--- src/pctt_pkg.sv ---
`timescale 1ns / 1ps

package pctt_pkg;

   localparam int TABLE_DEPTH = 16;
   localparam int IDX_W       = $clog2(TABLE_DEPTH);
   localparam int CNT_W       = $clog2(TABLE_DEPTH + 1);

   localparam int WORD_W      = 32;
   localparam int ACT_W       = 3;
   localparam int STAT_W      = 2;

   localparam int CSR_ADDR_W  = 3;
   localparam int CSR_DATA_W  = 32;
   localparam logic [CSR_ADDR_W-3:0] REG_AGE_LIMIT = '0;

   localparam logic [ACT_W-1:0] ACT_ADD     = 3'd0;
   localparam logic [ACT_W-1:0] ACT_FREE    = 3'd1;
   localparam logic [ACT_W-1:0] ACT_FIND    = 3'd2;
   localparam logic [ACT_W-1:0] ACT_EXPIRED = 3'd3;
   localparam logic [ACT_W-1:0] ACT_TICK    = 3'd4;

   localparam logic [STAT_W-1:0] ST_OK        = 2'd0;
   localparam logic [STAT_W-1:0] ST_NOT_FOUND = 2'd1;
   localparam logic [STAT_W-1:0] ST_INVALID   = 2'd2;
   localparam logic [STAT_W-1:0] ST_FULL      = 2'd3;

   // what a caller sees of one entry
   typedef struct packed {
      logic [WORD_W-1:0] cmd;
      logic [WORD_W-1:0] flags;
      logic [WORD_W-1:0] contact;
      logic [WORD_W-1:0] ack_type;
      logic [WORD_W-1:0] data_ref;
      logic [WORD_W-1:0] data_size;
   } rpt_type;

   // one stored table row
   typedef struct packed {
      rpt_type           rpt;
      logic [WORD_W-1:0] stamp;
   } entry_type;

   typedef struct packed {
      logic              load_req;
      logic              do_add;
      logic              do_tick;
      logic              scan_init;
      logic              scan_run;
      logic              shift_init;
      logic              shift_run;
      logic              dec_cnt;
      logic              res_load;
      logic [STAT_W-1:0] res_status;
      logic              res_entry;
      logic              out_push;
   } dp_cmd_type;

   typedef struct packed {
      logic [ACT_W-1:0] act;
      logic             num_zero;
      logic             full;
      logic             empty;
      logic             rdv;
      logic             hit;
      logic             last;
      logic             out_free;
   } dp_sts_type;

endpackage

--- src/pctt_req_if.sv ---
`timescale 1ns / 1ps

interface pctt_req_if;
   import pctt_pkg::*;

   logic              valid;
   logic              ready;
   logic [ACT_W-1:0]  action;
   logic [WORD_W-1:0] cmd_num;
   logic [WORD_W-1:0] flags_in;
   logic [WORD_W-1:0] contact_in;
   logic [WORD_W-1:0] ack_type_in;
   logic [WORD_W-1:0] data_ref_in;
   logic [WORD_W-1:0] data_size_in;

   modport source (
      output valid, action, cmd_num, flags_in, contact_in, ack_type_in,
             data_ref_in, data_size_in,
      input  ready
   );

   modport sink (
      input  valid, action, cmd_num, flags_in, contact_in, ack_type_in,
             data_ref_in, data_size_in,
      output ready
   );
endinterface

--- src/pctt_rsp_if.sv ---
`timescale 1ns / 1ps

interface pctt_rsp_if;
   import pctt_pkg::*;

   logic              valid;
   logic              ready;
   logic [STAT_W-1:0] status;
   logic [WORD_W-1:0] cmd_num_out;
   logic [WORD_W-1:0] flags_out;
   logic [WORD_W-1:0] contact_out;
   logic [WORD_W-1:0] ack_type_out;
   logic [WORD_W-1:0] data_ref_out;
   logic [WORD_W-1:0] data_size_out;

   modport source (
      output valid, status, cmd_num_out, flags_out, contact_out, ack_type_out,
             data_ref_out, data_size_out,
      input  ready
   );

   modport sink (
      input  valid, status, cmd_num_out, flags_out, contact_out, ack_type_out,
             data_ref_out, data_size_out,
      output ready
   );
endinterface

--- src/pctt_ctrl.sv ---
`timescale 1ns / 1ps

module pctt_ctrl (
   input  logic                 clock,
   input  logic                 reset,
   input  logic                 req_valid,
   output logic                 req_ready,
   input  pctt_pkg::dp_sts_type sts,
   output pctt_pkg::dp_cmd_type cmd
);
   import pctt_pkg::*;

   localparam logic [2:0] S_IDLE  = 3'd0;
   localparam logic [2:0] S_EXEC  = 3'd1;
   localparam logic [2:0] S_SCAN  = 3'd2;
   localparam logic [2:0] S_SHIFT = 3'd3;
   localparam logic [2:0] S_DONE  = 3'd4;

   logic [2:0] state_ff;
   logic [2:0] state_in;

   assign req_ready = (state_ff == S_IDLE);

   always_comb begin
      cmd      = '0;
      state_in = state_ff;
      unique case (state_ff)
         S_IDLE: begin
            if (req_valid) begin
               cmd.load_req = 1'b1;
               state_in     = S_EXEC;
            end
         end
         S_EXEC: begin
            state_in       = S_DONE;
            cmd.res_load   = 1'b1;
            cmd.res_status = ST_OK;
            unique case (sts.act) inside
               ACT_ADD: begin
                  if (sts.num_zero) begin
                     cmd.res_status = ST_INVALID;
                  end else if (sts.full) begin
                     cmd.res_status = ST_FULL;
                  end else begin
                     cmd.do_add = 1'b1;
                  end
               end
               ACT_FREE, ACT_FIND, ACT_EXPIRED: begin
                  if (sts.empty) begin
                     cmd.res_status = ST_NOT_FOUND;
                  end else begin
                     cmd.res_load  = 1'b0;
                     cmd.scan_init = 1'b1;
                     state_in      = S_SCAN;
                  end
               end
               ACT_TICK: begin
                  cmd.do_tick = 1'b1;
               end
               default: ;
            endcase
         end
         S_SCAN: begin
            cmd.scan_run = 1'b1;
            if (sts.rdv && sts.hit) begin
               if (sts.act == ACT_FREE) begin
                  if (sts.last) begin
                     // hit on the tail entry: nothing to move up
                     cmd.dec_cnt    = 1'b1;
                     cmd.res_load   = 1'b1;
                     cmd.res_status = ST_OK;
                     state_in       = S_DONE;
                  end else begin
                     cmd.scan_run   = 1'b0;
                     cmd.shift_init = 1'b1;
                     state_in       = S_SHIFT;
                  end
               end else begin
                  cmd.res_load   = 1'b1;
                  cmd.res_status = ST_OK;
                  cmd.res_entry  = 1'b1;
                  state_in       = S_DONE;
               end
            end else if (sts.rdv && sts.last) begin
               cmd.res_load   = 1'b1;
               cmd.res_status = ST_NOT_FOUND;
               state_in       = S_DONE;
            end
         end
         S_SHIFT: begin
            cmd.shift_run = 1'b1;
            if (sts.rdv && sts.last) begin
               cmd.dec_cnt    = 1'b1;
               cmd.res_load   = 1'b1;
               cmd.res_status = ST_OK;
               state_in       = S_DONE;
            end
         end
         S_DONE: begin
            if (sts.out_free) begin
               cmd.out_push = 1'b1;
               state_in     = S_IDLE;
            end
         end
         default: state_in = S_IDLE;
      endcase
   end

   always_ff @(posedge clock) begin
      if (reset) begin
         state_ff <= S_IDLE;
      end else begin
         state_ff <= state_in;
      end
   end

   a_shift_only_free: assert property (@(posedge clock) disable iff (reset)
      (state_ff == S_SHIFT) |-> (sts.act == ACT_FREE))
      else $error("compaction running for an action other than free");

endmodule

--- src/pctt_dp.sv ---
`timescale 1ns / 1ps

module pctt_dp (
   input  logic                             clock,
   input  logic                             reset,
   input  pctt_pkg::dp_cmd_type             cmd,
   output pctt_pkg::dp_sts_type             sts,
   input  logic [pctt_pkg::ACT_W-1:0]       req_action,
   input  pctt_pkg::rpt_type                req_ent,
   output logic                             rsp_valid,
   input  logic                             rsp_ready,
   output logic [pctt_pkg::STAT_W-1:0]      rsp_status,
   output pctt_pkg::rpt_type                rsp_ent,
   input  logic                             csr_psel,
   input  logic                             csr_penable,
   input  logic                             csr_pwrite,
   input  logic [pctt_pkg::CSR_ADDR_W-1:0]  csr_paddr,
   input  logic [pctt_pkg::CSR_DATA_W-1:0]  csr_pwdata,
   output logic [pctt_pkg::CSR_DATA_W-1:0]  csr_prdata
);
   import pctt_pkg::*;

   entry_type entry_mem [TABLE_DEPTH];

   logic [ACT_W-1:0]  act_ff;
   rpt_type           add_ff;
   logic [CNT_W-1:0]  cnt_ff, cnt_in;
   logic [WORD_W-1:0] time_ff, time_in;
   logic [WORD_W-1:0] limit_ff, limit_in;
   logic [CNT_W-1:0]  ptr_ff, ptr_in;
   logic [IDX_W-1:0]  chk_ff, chk_in;
   logic              rdv_ff, rdv_in;
   logic              rd_en;
   entry_type         rd_data_ff;
   logic [STAT_W-1:0] res_status_ff;
   rpt_type           res_ent_ff;
   logic              rsp_valid_ff, rsp_valid_in;
   logic [STAT_W-1:0] rsp_status_ff;
   rpt_type           rsp_ent_ff;
   logic [WORD_W-1:0] age;
   logic              csr_sel;
   logic              csr_wr;
   logic              run;

   assign csr_sel    = (csr_paddr[CSR_ADDR_W-1:2] == REG_AGE_LIMIT);
   assign csr_wr     = csr_psel && csr_penable && csr_pwrite && csr_sel;
   assign csr_prdata = csr_sel ? limit_ff : '0;
   assign limit_in   = csr_wr ? csr_pwdata : limit_ff;

   assign age = time_ff - rd_data_ff.stamp;
   assign run = cmd.scan_run || cmd.shift_run;

   always_comb begin
      sts          = '0;
      sts.act      = act_ff;
      sts.num_zero = (add_ff.cmd == '0);
      sts.full     = (cnt_ff == CNT_W'(TABLE_DEPTH));
      sts.empty    = (cnt_ff == '0);
      sts.rdv      = rdv_ff;
      sts.last     = (CNT_W'(chk_ff) == cnt_ff - CNT_W'(1));
      sts.out_free = !rsp_valid_ff || rsp_ready;
      if (act_ff == ACT_EXPIRED) begin
         sts.hit = (age > limit_ff);
      end else begin
         sts.hit = (rd_data_ff.rpt.cmd == add_ff.cmd);
      end
   end

   // scan pointer: one table read per cycle, checked in the following cycle
   always_comb begin
      ptr_in = ptr_ff;
      chk_in = chk_ff;
      rdv_in = rdv_ff;
      rd_en  = 1'b0;
      if (cmd.scan_init) begin
         ptr_in = '0;
         rdv_in = 1'b0;
      end else if (cmd.shift_init) begin
         ptr_in = CNT_W'(chk_ff) + CNT_W'(1);
         rdv_in = 1'b0;
      end else if (run) begin
         if (ptr_ff < cnt_ff) begin
            rd_en  = 1'b1;
            chk_in = ptr_ff[IDX_W-1:0];
            ptr_in = ptr_ff + CNT_W'(1);
            rdv_in = 1'b1;
         end else begin
            rdv_in = 1'b0;
         end
      end
   end

   always_comb begin
      cnt_in = cnt_ff;
      if (cmd.do_add) begin
         cnt_in = cnt_ff + CNT_W'(1);
      end else if (cmd.dec_cnt) begin
         cnt_in = cnt_ff - CNT_W'(1);
      end
   end

   assign time_in      = cmd.do_tick ? time_ff + WORD_W'(1) : time_ff;
   assign rsp_valid_in = cmd.out_push ? 1'b1 : (rsp_ready ? 1'b0 : rsp_valid_ff);

   always_ff @(posedge clock) begin
      if (reset) begin
         cnt_ff       <= '0;
         time_ff      <= '0;
         limit_ff     <= '0;
         rdv_ff       <= 1'b0;
         rsp_valid_ff <= 1'b0;
      end else begin
         cnt_ff       <= cnt_in;
         time_ff      <= time_in;
         limit_ff     <= limit_in;
         rdv_ff       <= rdv_in;
         rsp_valid_ff <= rsp_valid_in;
      end
   end

   always_ff @(posedge clock) begin
      ptr_ff <= ptr_in;
      chk_ff <= chk_in;
      if (cmd.load_req) begin
         act_ff <= req_action;
         add_ff <= req_ent;
      end
      if (cmd.res_load) begin
         res_status_ff <= cmd.res_status;
         res_ent_ff    <= cmd.res_entry ? rd_data_ff.rpt : '0;
      end
      if (cmd.out_push) begin
         rsp_status_ff <= res_status_ff;
         rsp_ent_ff    <= res_ent_ff;
      end
   end

   // table: one write port, one registered read port
   always_ff @(posedge clock) begin
      if (cmd.do_add) begin
         entry_mem[cnt_ff[IDX_W-1:0]] <= '{rpt: add_ff, stamp: time_ff};
      end else if (cmd.shift_run && rdv_ff) begin
         entry_mem[chk_ff - IDX_W'(1)] <= rd_data_ff;
      end
      if (rd_en) begin
         rd_data_ff <= entry_mem[ptr_ff[IDX_W-1:0]];
      end
   end

   assign rsp_valid  = rsp_valid_ff;
   assign rsp_status = rsp_status_ff;
   assign rsp_ent    = rsp_ent_ff;

   a_cnt_bound: assert property (@(posedge clock) disable iff (reset)
      cnt_ff <= CNT_W'(TABLE_DEPTH))
      else $error("entry count above table depth");

   a_cnt_step: assert property (@(posedge clock) disable iff (reset)
      (cnt_ff == $past(cnt_ff)) || (cnt_ff == $past(cnt_ff) + CNT_W'(1)) ||
      (cnt_ff == $past(cnt_ff) - CNT_W'(1)))
      else $error("entry count moved by more than one");

   a_time_tick: assert property (@(posedge clock) disable iff (reset)
      (time_ff != $past(time_ff)) |-> $past(cmd.do_tick))
      else $error("time counter moved without a tick");

endmodule

--- src/pending_command_table_with_timeout.sv ---
`timescale 1ns / 1ps

// Ordered table of up to 16 outstanding commands with tick-based expiry.
// Items are taken one at a time. Add, tick and unused actions go from the
// execute state to the done state, which loads the output register. Find and
// find-expired walk the table through its single registered read port, one
// entry per cycle, and answer on a hit or after the last entry. Free runs the
// same walk and then moves each later entry up one slot, again one per cycle.
// The next request is accepted as soon as the previous result sits in the output
// register, even if that beat has not yet been taken. age_limit sits at byte
// address 0 of the csr port and should only be written while the block is idle.

module pending_command_table_with_timeout (
   input  logic                             clock,
   input  logic                             reset,
   pctt_req_if.sink                         req_ch,
   pctt_rsp_if.source                       rsp_ch,
   input  logic                             csr_psel,
   input  logic                             csr_penable,
   input  logic                             csr_pwrite,
   input  logic [pctt_pkg::CSR_ADDR_W-1:0]  csr_paddr,
   input  logic [pctt_pkg::CSR_DATA_W-1:0]  csr_pwdata,
   output logic [pctt_pkg::CSR_DATA_W-1:0]  csr_prdata,
   output logic                             csr_pready
);
   import pctt_pkg::*;

   dp_cmd_type cmd;
   dp_sts_type sts;
   rpt_type    req_ent;
   rpt_type    rsp_ent;

   assign csr_pready = 1'b1;

   assign req_ent = '{cmd:       req_ch.cmd_num,
                      flags:     req_ch.flags_in,
                      contact:   req_ch.contact_in,
                      ack_type:  req_ch.ack_type_in,
                      data_ref:  req_ch.data_ref_in,
                      data_size: req_ch.data_size_in};

   assign rsp_ch.cmd_num_out   = rsp_ent.cmd;
   assign rsp_ch.flags_out     = rsp_ent.flags;
   assign rsp_ch.contact_out   = rsp_ent.contact;
   assign rsp_ch.ack_type_out  = rsp_ent.ack_type;
   assign rsp_ch.data_ref_out  = rsp_ent.data_ref;
   assign rsp_ch.data_size_out = rsp_ent.data_size;

   pctt_ctrl u_ctrl (
      .clock     (clock),
      .reset     (reset),
      .req_valid (req_ch.valid),
      .req_ready (req_ch.ready),
      .sts       (sts),
      .cmd       (cmd)
   );

   pctt_dp u_dp (
      .clock       (clock),
      .reset       (reset),
      .cmd         (cmd),
      .sts         (sts),
      .req_action  (req_ch.action),
      .req_ent     (req_ent),
      .rsp_valid   (rsp_ch.valid),
      .rsp_ready   (rsp_ch.ready),
      .rsp_status  (rsp_ch.status),
      .rsp_ent     (rsp_ent),
      .csr_psel    (csr_psel),
      .csr_penable (csr_penable),
      .csr_pwrite  (csr_pwrite),
      .csr_paddr   (csr_paddr),
      .csr_pwdata  (csr_pwdata),
      .csr_prdata  (csr_prdata)
   );

endmodule

--- src/flat_wrapper.sv ---
// flat-port wrapper written by rule: the top's interface ports become plain ports
module pending_command_table_with_timeout_flat import pctt_pkg::*;
  (clock, reset, csr_psel, csr_penable, csr_pwrite, csr_paddr, csr_pwdata, csr_prdata, csr_pready, req_ch_valid, req_ch_action, req_ch_cmd_num, req_ch_flags_in, req_ch_contact_in, req_ch_ack_type_in, req_ch_data_ref_in, req_ch_data_size_in, req_ch_ready, rsp_ch_valid, rsp_ch_status, rsp_ch_cmd_num_out, rsp_ch_flags_out, rsp_ch_contact_out, rsp_ch_ack_type_out, rsp_ch_data_ref_out, rsp_ch_data_size_out, rsp_ch_ready);
  pctt_req_if req_ch_i ();
  pctt_rsp_if rsp_ch_i ();
  input  logic clock;
  input  logic reset;
  input  logic csr_psel;
  input  logic csr_penable;
  input  logic csr_pwrite;
  input  logic [pctt_pkg::CSR_ADDR_W-1:0] csr_paddr;
  input  logic [pctt_pkg::CSR_DATA_W-1:0] csr_pwdata;
  output logic [pctt_pkg::CSR_DATA_W-1:0] csr_prdata;
  output logic csr_pready;
  input wire logic [$bits(req_ch_i.valid)-1:0] req_ch_valid;
  input wire logic [$bits(req_ch_i.action)-1:0] req_ch_action;
  input wire logic [$bits(req_ch_i.cmd_num)-1:0] req_ch_cmd_num;
  input wire logic [$bits(req_ch_i.flags_in)-1:0] req_ch_flags_in;
  input wire logic [$bits(req_ch_i.contact_in)-1:0] req_ch_contact_in;
  input wire logic [$bits(req_ch_i.ack_type_in)-1:0] req_ch_ack_type_in;
  input wire logic [$bits(req_ch_i.data_ref_in)-1:0] req_ch_data_ref_in;
  input wire logic [$bits(req_ch_i.data_size_in)-1:0] req_ch_data_size_in;
  output wire logic [$bits(req_ch_i.ready)-1:0] req_ch_ready;
  output wire logic [$bits(rsp_ch_i.valid)-1:0] rsp_ch_valid;
  output wire logic [$bits(rsp_ch_i.status)-1:0] rsp_ch_status;
  output wire logic [$bits(rsp_ch_i.cmd_num_out)-1:0] rsp_ch_cmd_num_out;
  output wire logic [$bits(rsp_ch_i.flags_out)-1:0] rsp_ch_flags_out;
  output wire logic [$bits(rsp_ch_i.contact_out)-1:0] rsp_ch_contact_out;
  output wire logic [$bits(rsp_ch_i.ack_type_out)-1:0] rsp_ch_ack_type_out;
  output wire logic [$bits(rsp_ch_i.data_ref_out)-1:0] rsp_ch_data_ref_out;
  output wire logic [$bits(rsp_ch_i.data_size_out)-1:0] rsp_ch_data_size_out;
  input wire logic [$bits(rsp_ch_i.ready)-1:0] rsp_ch_ready;
  assign req_ch_i.valid = req_ch_valid;
  assign req_ch_i.action = req_ch_action;
  assign req_ch_i.cmd_num = req_ch_cmd_num;
  assign req_ch_i.flags_in = req_ch_flags_in;
  assign req_ch_i.contact_in = req_ch_contact_in;
  assign req_ch_i.ack_type_in = req_ch_ack_type_in;
  assign req_ch_i.data_ref_in = req_ch_data_ref_in;
  assign req_ch_i.data_size_in = req_ch_data_size_in;
  assign req_ch_ready = req_ch_i.ready;
  assign rsp_ch_valid = rsp_ch_i.valid;
  assign rsp_ch_status = rsp_ch_i.status;
  assign rsp_ch_cmd_num_out = rsp_ch_i.cmd_num_out;
  assign rsp_ch_flags_out = rsp_ch_i.flags_out;
  assign rsp_ch_contact_out = rsp_ch_i.contact_out;
  assign rsp_ch_ack_type_out = rsp_ch_i.ack_type_out;
  assign rsp_ch_data_ref_out = rsp_ch_i.data_ref_out;
  assign rsp_ch_data_size_out = rsp_ch_i.data_size_out;
  assign rsp_ch_i.ready = rsp_ch_ready;
  pending_command_table_with_timeout u_core (.clock(clock), .reset(reset), .req_ch(req_ch_i), .rsp_ch(rsp_ch_i), .csr_psel(csr_psel), .csr_penable(csr_penable), .csr_pwrite(csr_pwrite), .csr_paddr(csr_paddr), .csr_pwdata(csr_pwdata), .csr_prdata(csr_prdata), .csr_pready(csr_pready));
endmodule
--- config.mk ---
export PLATFORM = sky130hd
export DESIGN_NAME = pending_command_table_with_timeout_flat
export DESIGN_NICKNAME = d
export VERILOG_FILES = /design/src/pctt_pkg.sv /design/src/pctt_req_if.sv /design/src/pctt_rsp_if.sv /design/src/pctt_ctrl.sv /design/src/pctt_dp.sv /design/src/pending_command_table_with_timeout.sv /design/src/flat_wrapper.sv
export SDC_FILE = /design/constraint.sdc
export NUM_CORES = 2
export LEC_CHECK = 0
export BUFFER_PORTS_ARGS = -buffer_cell sky130_fd_sc_hd__buf_4
export CAP_MARGIN = 20
export CORE_ASPECT_RATIO = 0.6
export CORE_MARGIN = 5
export CORE_UTILIZATION = 28
export DETAILED_ROUTE_END_ITERATION = 12
export GPL_TIMING_DRIVEN = 0
export HOLD_SLACK_MARGIN = 0.02
export PLACE_DENSITY = 0.43
export SLEW_MARGIN = 40
export SYNTH_ARGS = -nofsm -noshare
export SYNTH_HDL_FRONTEND = slang
export SYNTH_SLANG_ARGS = --single-unit
--- constraint.sdc ---
create_clock -name clock -period 26.2 [get_ports clock]
set_clock_uncertainty 0.1 [all_clocks]
set_input_delay 1.31 -clock clock [delete_from_list [all_inputs] [get_ports clock]]
set_output_delay 1.31 -clock clock [all_outputs]
set_load 0.02 [all_outputs]
==> run_results.csv <==
group,metric,value,unit
outcome,status,"complete, no violations",
floorplanning,die_y,612,um
synthesis,syn-cell-area,0.169,mm^2
synthesis,yosys.area.top_type,"edfxtp_1",
synthesis,synth_compound_area_share,1.01,%
timing,final.setup.tns,0,ns
clocking,tritoncts,"done",
clocking,cts_resized,0,
floorplanning,start_util,28.1,%
route,ant_nets,0,
synthesis,ys_ff_latch,4474,
placed_design,dpl_cell_area,0.194,mm^2
worst_hold_path,min_path_type,"flop to flop",
pwr,swShare,23.7,%
global_route,grt_pass1_wl,730,mm
clocking,clk_pin_slew,0.06,ns
route,routed_wl,535,mm
critical_path,criticalPathCategory,"flop to flop",
route,via_per_inst,4.78,
synthesis,synthAdderAreaFrac,0.551,%
final_layout,stdcell_area,0.208,mm^2
floorplanning,dieArea,0.621,mm^2
floorplanning,ios,466,
synthesis,synth_top_area_share,78.0,%
pwr,power,15900,uW
synthesis,syn_nets,7984,
critical_path,cp_top_family,"compound AO/OA/AOI/OAI gates",
synthesis,ys.flop_type,"edfxtp_1",
global_route,grt_remaining_overflow,0,
global_route,grt_max_degree,41,
global_route,antenna_found_initial,51,
synthesis,ys_warn_count,0,
critical_path,crit_path_max_incr_delay,0.57,ns
critical_path,cp.arrival,8.03,ns
critical_path,crit_slowest_cell,"o31ai_1",
floorplanning,fp.coreArea,0.603,mm^2
pwr,internal_power,12100,uW
clocking,cts_hold_buf,0,
final_layout,nets,9379,
timing,relSlewSlack,35.0,%
clocking,cts_sinks,4474,
synthesis,synth.area.mux_share,14.8,%
critical_path,crit_path_max_fanout,10,
pwr,pwr-share-clk,39.1,%
synthesis,synthArstFlopShare,0,%
final_layout,drive_above_1_share,32.3,%
final_layout,syn_to_final_growth,22.8,%
global_route,track_usage,16.8,%
pwr,seqPwrFrac,50.8,%
synthesis,synth_top_family_by_area,"multiplexers",
floorplanning,row_count,221,
route,avgRoutedWirePerCell,30.6,um
route,firstDrtPassIters,5,
route,num_vias,83600,
pwr,power_switching,3750,uW
timing,setup_viol,0,
placed_design,io_buffers,461,
clocking,numCtsBuffers,436,
critical_path,crit_chain,"ha_1 > inv_1 > fa_1 > a211oi_1 > nor2_1 > o21ai_1 > o31ai_1 > a311o_1 > nor4_2 > o31ai_1 > nor2_1 > xnor2_1 > ha_1 > nand3_1 > or3_1 > a2bb2oi_1 > a21oi_1 > o31ai_1 > a31oi_1 > and3b_4 > buf_6 > buf_6 > and2_1",
timing,rsz0062_at_grt,"false",
clocking,ctsHtreeMaxLevel,5,
run,maxCapViolCount,0,
clocking,clock-root-buffer,"clkbuf_16",
pwr,vdd_drop_max,0.0746,mV
synthesis,synth_cell_types,75,
route,drc,0,
critical_path,crit_top_cell,"o31ai_1",
critical_path,crit_path_end_kind,"flop",
synthesis,synthTopCellsByArea,"edfxtp_1 78%, mux4_2 15%, nand2_1 1.6%",
floorplanning,die_w,1.01,mm
timing,tightest_slew,0.965,ns
synthesis,synth.avg_cell_area,22.1,um^2
clocking,post-cts-setup-buffer-count,0,
critical_path,crit_buf_inv,3,
placed_design,post-dp-hpwl,381,mm
route,drt_iter0_drc,8209,
synthesis,yosysSeqAreaShare,78.9,%
pwr,pwr-share-comb,10.0,%
pwr,power_density,76.3,mW/mm^2
placed_design,gp_congestion,0.738,
timing,finalCriticalPeriod,7.43,ns
global_route,grt_pass1_vias,85700,
synthesis,synth_xor_area_share,0.512,%
critical_path,crit_required,26.80,ns
placed_design,post-place-cells,16700,
timing,fmax,135,MHz
timing,hold_viol,0,
synthesis,netlist_instances,7673,
final_layout,fillers,56000,
pwr,p_leak,0.0661,uW
timing,slew_viol_final,0,
synthesis,yosys.area_share.simple,3.16,%
final_layout,fin_cells,17500,
clocking,clock_latency,0.97,ns
timing,fin_crit_sh,28.4,%
synthesis,synth_edf_count,4395,
critical_path,start_kind,"flop",
clocking,cts_buffer_depth,4,
## power groups by stage
stage	Combinational, uW	Clock, uW	Sequential (uW)
6_report	1590	6210	8060
5_1_grt	1710	6690	8060
4_1_cts	1640	6390	8060
3_5_place_dp	1630	0	8220
3_3_place_gp	1550	0	8280
2_1_floorplan	999	0	8220
## registers in the layout (all words and copies together) (netlist names), 3 cells and up
| name | flops |
|---|---|
| u_core.u_dp.res_ent_ff | 192 |
| u_core.u_dp.limit_ff | 32 |
| u_core.u_dp.rd_data_ff | 224 |
| u_core.u_ctrl.state_ff | 3 |
| u_core.u_dp.ptr_ff | 5 |
| u_core.u_dp.time_ff | 32 |
| u_core.u_dp.rsp_ent | 192 |
| u_core.u_dp.add_ff | 192 |
| u_core.u_dp.entry_mem | 3584 |
| u_core.u_dp.chk_ff | 4 |
| u_core.u_dp.act_ff | 3 |
| u_core.u_dp.cnt_ff | 5 |
## stage by stage
stage	hold slack [ns]	setup WS (ns)	utilization (%)
after global placement	0.309	-5.59	30.3
after global routing	0.297	18.44	34.5
final	0.295	18.77	34.5
after CTS	0.280	18.83	34.4
after detailed placement	0.305	18.95	32.2
after floorplan	0.300	14.45	-
## cells by family (layout without fill, tap and decap cells)
group / count (synthesis) / after routing
adder cells (fa/ha/maj): 74 / 74
AND/OR/NAND/NOR: 1194 / 1194
buffers and inverters: 441 / 2200
AO/OA/AOI/OAI: 267 / 267
other: 1 / 32
multiplexers: 1123 / 1123
flip-flops: 4474 / 4474
XOR/XNOR: 99 / 99
## synthesized netlist by cell type (all sizes together), types with 2 or more instances
| cell type | instances |
|---|---|
| nand3b | 2 |
| ha | 73 |
| and3 | 11 |
| a31oi | 7 |
| nor2b | 26 |
| and4 | 3 |
| buf | 144 |
| a21o | 28 |
| o41ai | 2 |
| nor3b | 3 |
| a32o | 2 |
| o21a | 16 |
| o21bai | 2 |
| mux4 | 1101 |
| nor4 | 18 |
| o221ai | 2 |
| nand3 | 27 |
| o31ai | 6 |
| a211oi | 29 |
| nand2 | 721 |
| inv | 83 |
| a211o | 3 |
| clkbuf | 214 |
| xnor2 | 36 |
| edfxtp | 4395 |
| nand4 | 17 |
| mux2i | 21 |
| nor3 | 18 |
| xor2 | 63 |
| nor2 | 130 |
| o31a | 2 |
| or3 | 8 |
| and2 | 199 |
| o21ai | 60 |
| a21oi | 94 |
| nand2b | 7 |
| dfxtp | 79 |
## area by class of cell
cell class	count	area (um^2)	share of cell area [%]
Clock inverter	268	2360	1.14
Inverter	83	312	0.150
Multi-Input combinational cell	2758	34200	16.4
Buffer	358	1890	0.907
Timing Repair Buffer	957	14100	6.80
Antenna cell	31	77.6	0.0373
Clock buffer	534	11400	5.48
Sequential cell	4474	134000	64.2
Tap cell	8028	10000	4.83
## per-layer routing
metal,global-route usage [%],up-vias,wire [um]
met3,2.92,615,31600
met4,3.98,8,14800
met5,0,-,54
met1,24.8,45900,246000
li1,-,34500,-
met2,26.0,2656,242000
## cell usage in the layout, fill, tap and decap left out, types with 114 or more instances in the layout
| cell type | count |
|---|---|
| buf_8 | 193 |
| and2_1 | 198 |
| edfxtp_1 | 4395 |
| nand2_1 | 719 |
| nor2_1 | 114 |
| clkbuf_1 | 142 |
| buf_4 | 471 |
| buf_16 | 250 |
| clkbuf_16 | 439 |
| clkbuf_2 | 151 |
| buf_2 | 118 |
| mux4_2 | 1101 |
## worst paths after layout
path / startpoint / endpoint / slack (ns) / cells past startpoint
worst max register to register: u_core.u_dp.rd_data_ff[0] / u_core.u_dp.res_ent_ff[136] / 18.77 / 23
worst min-delay path: u_core.u_dp.res_ent_ff[115] / u_core.u_dp.rsp_ent[115] / 0.29 / 0
worst min register to register: u_core.u_dp.res_ent_ff[115] / u_core.u_dp.rsp_ent[115] / 0.29 / 0
worst max-delay path: u_core.u_dp.rd_data_ff[0] / u_core.u_dp.res_ent_ff[136] / 18.77 / 23
Power figures use the tool's default switching activity.
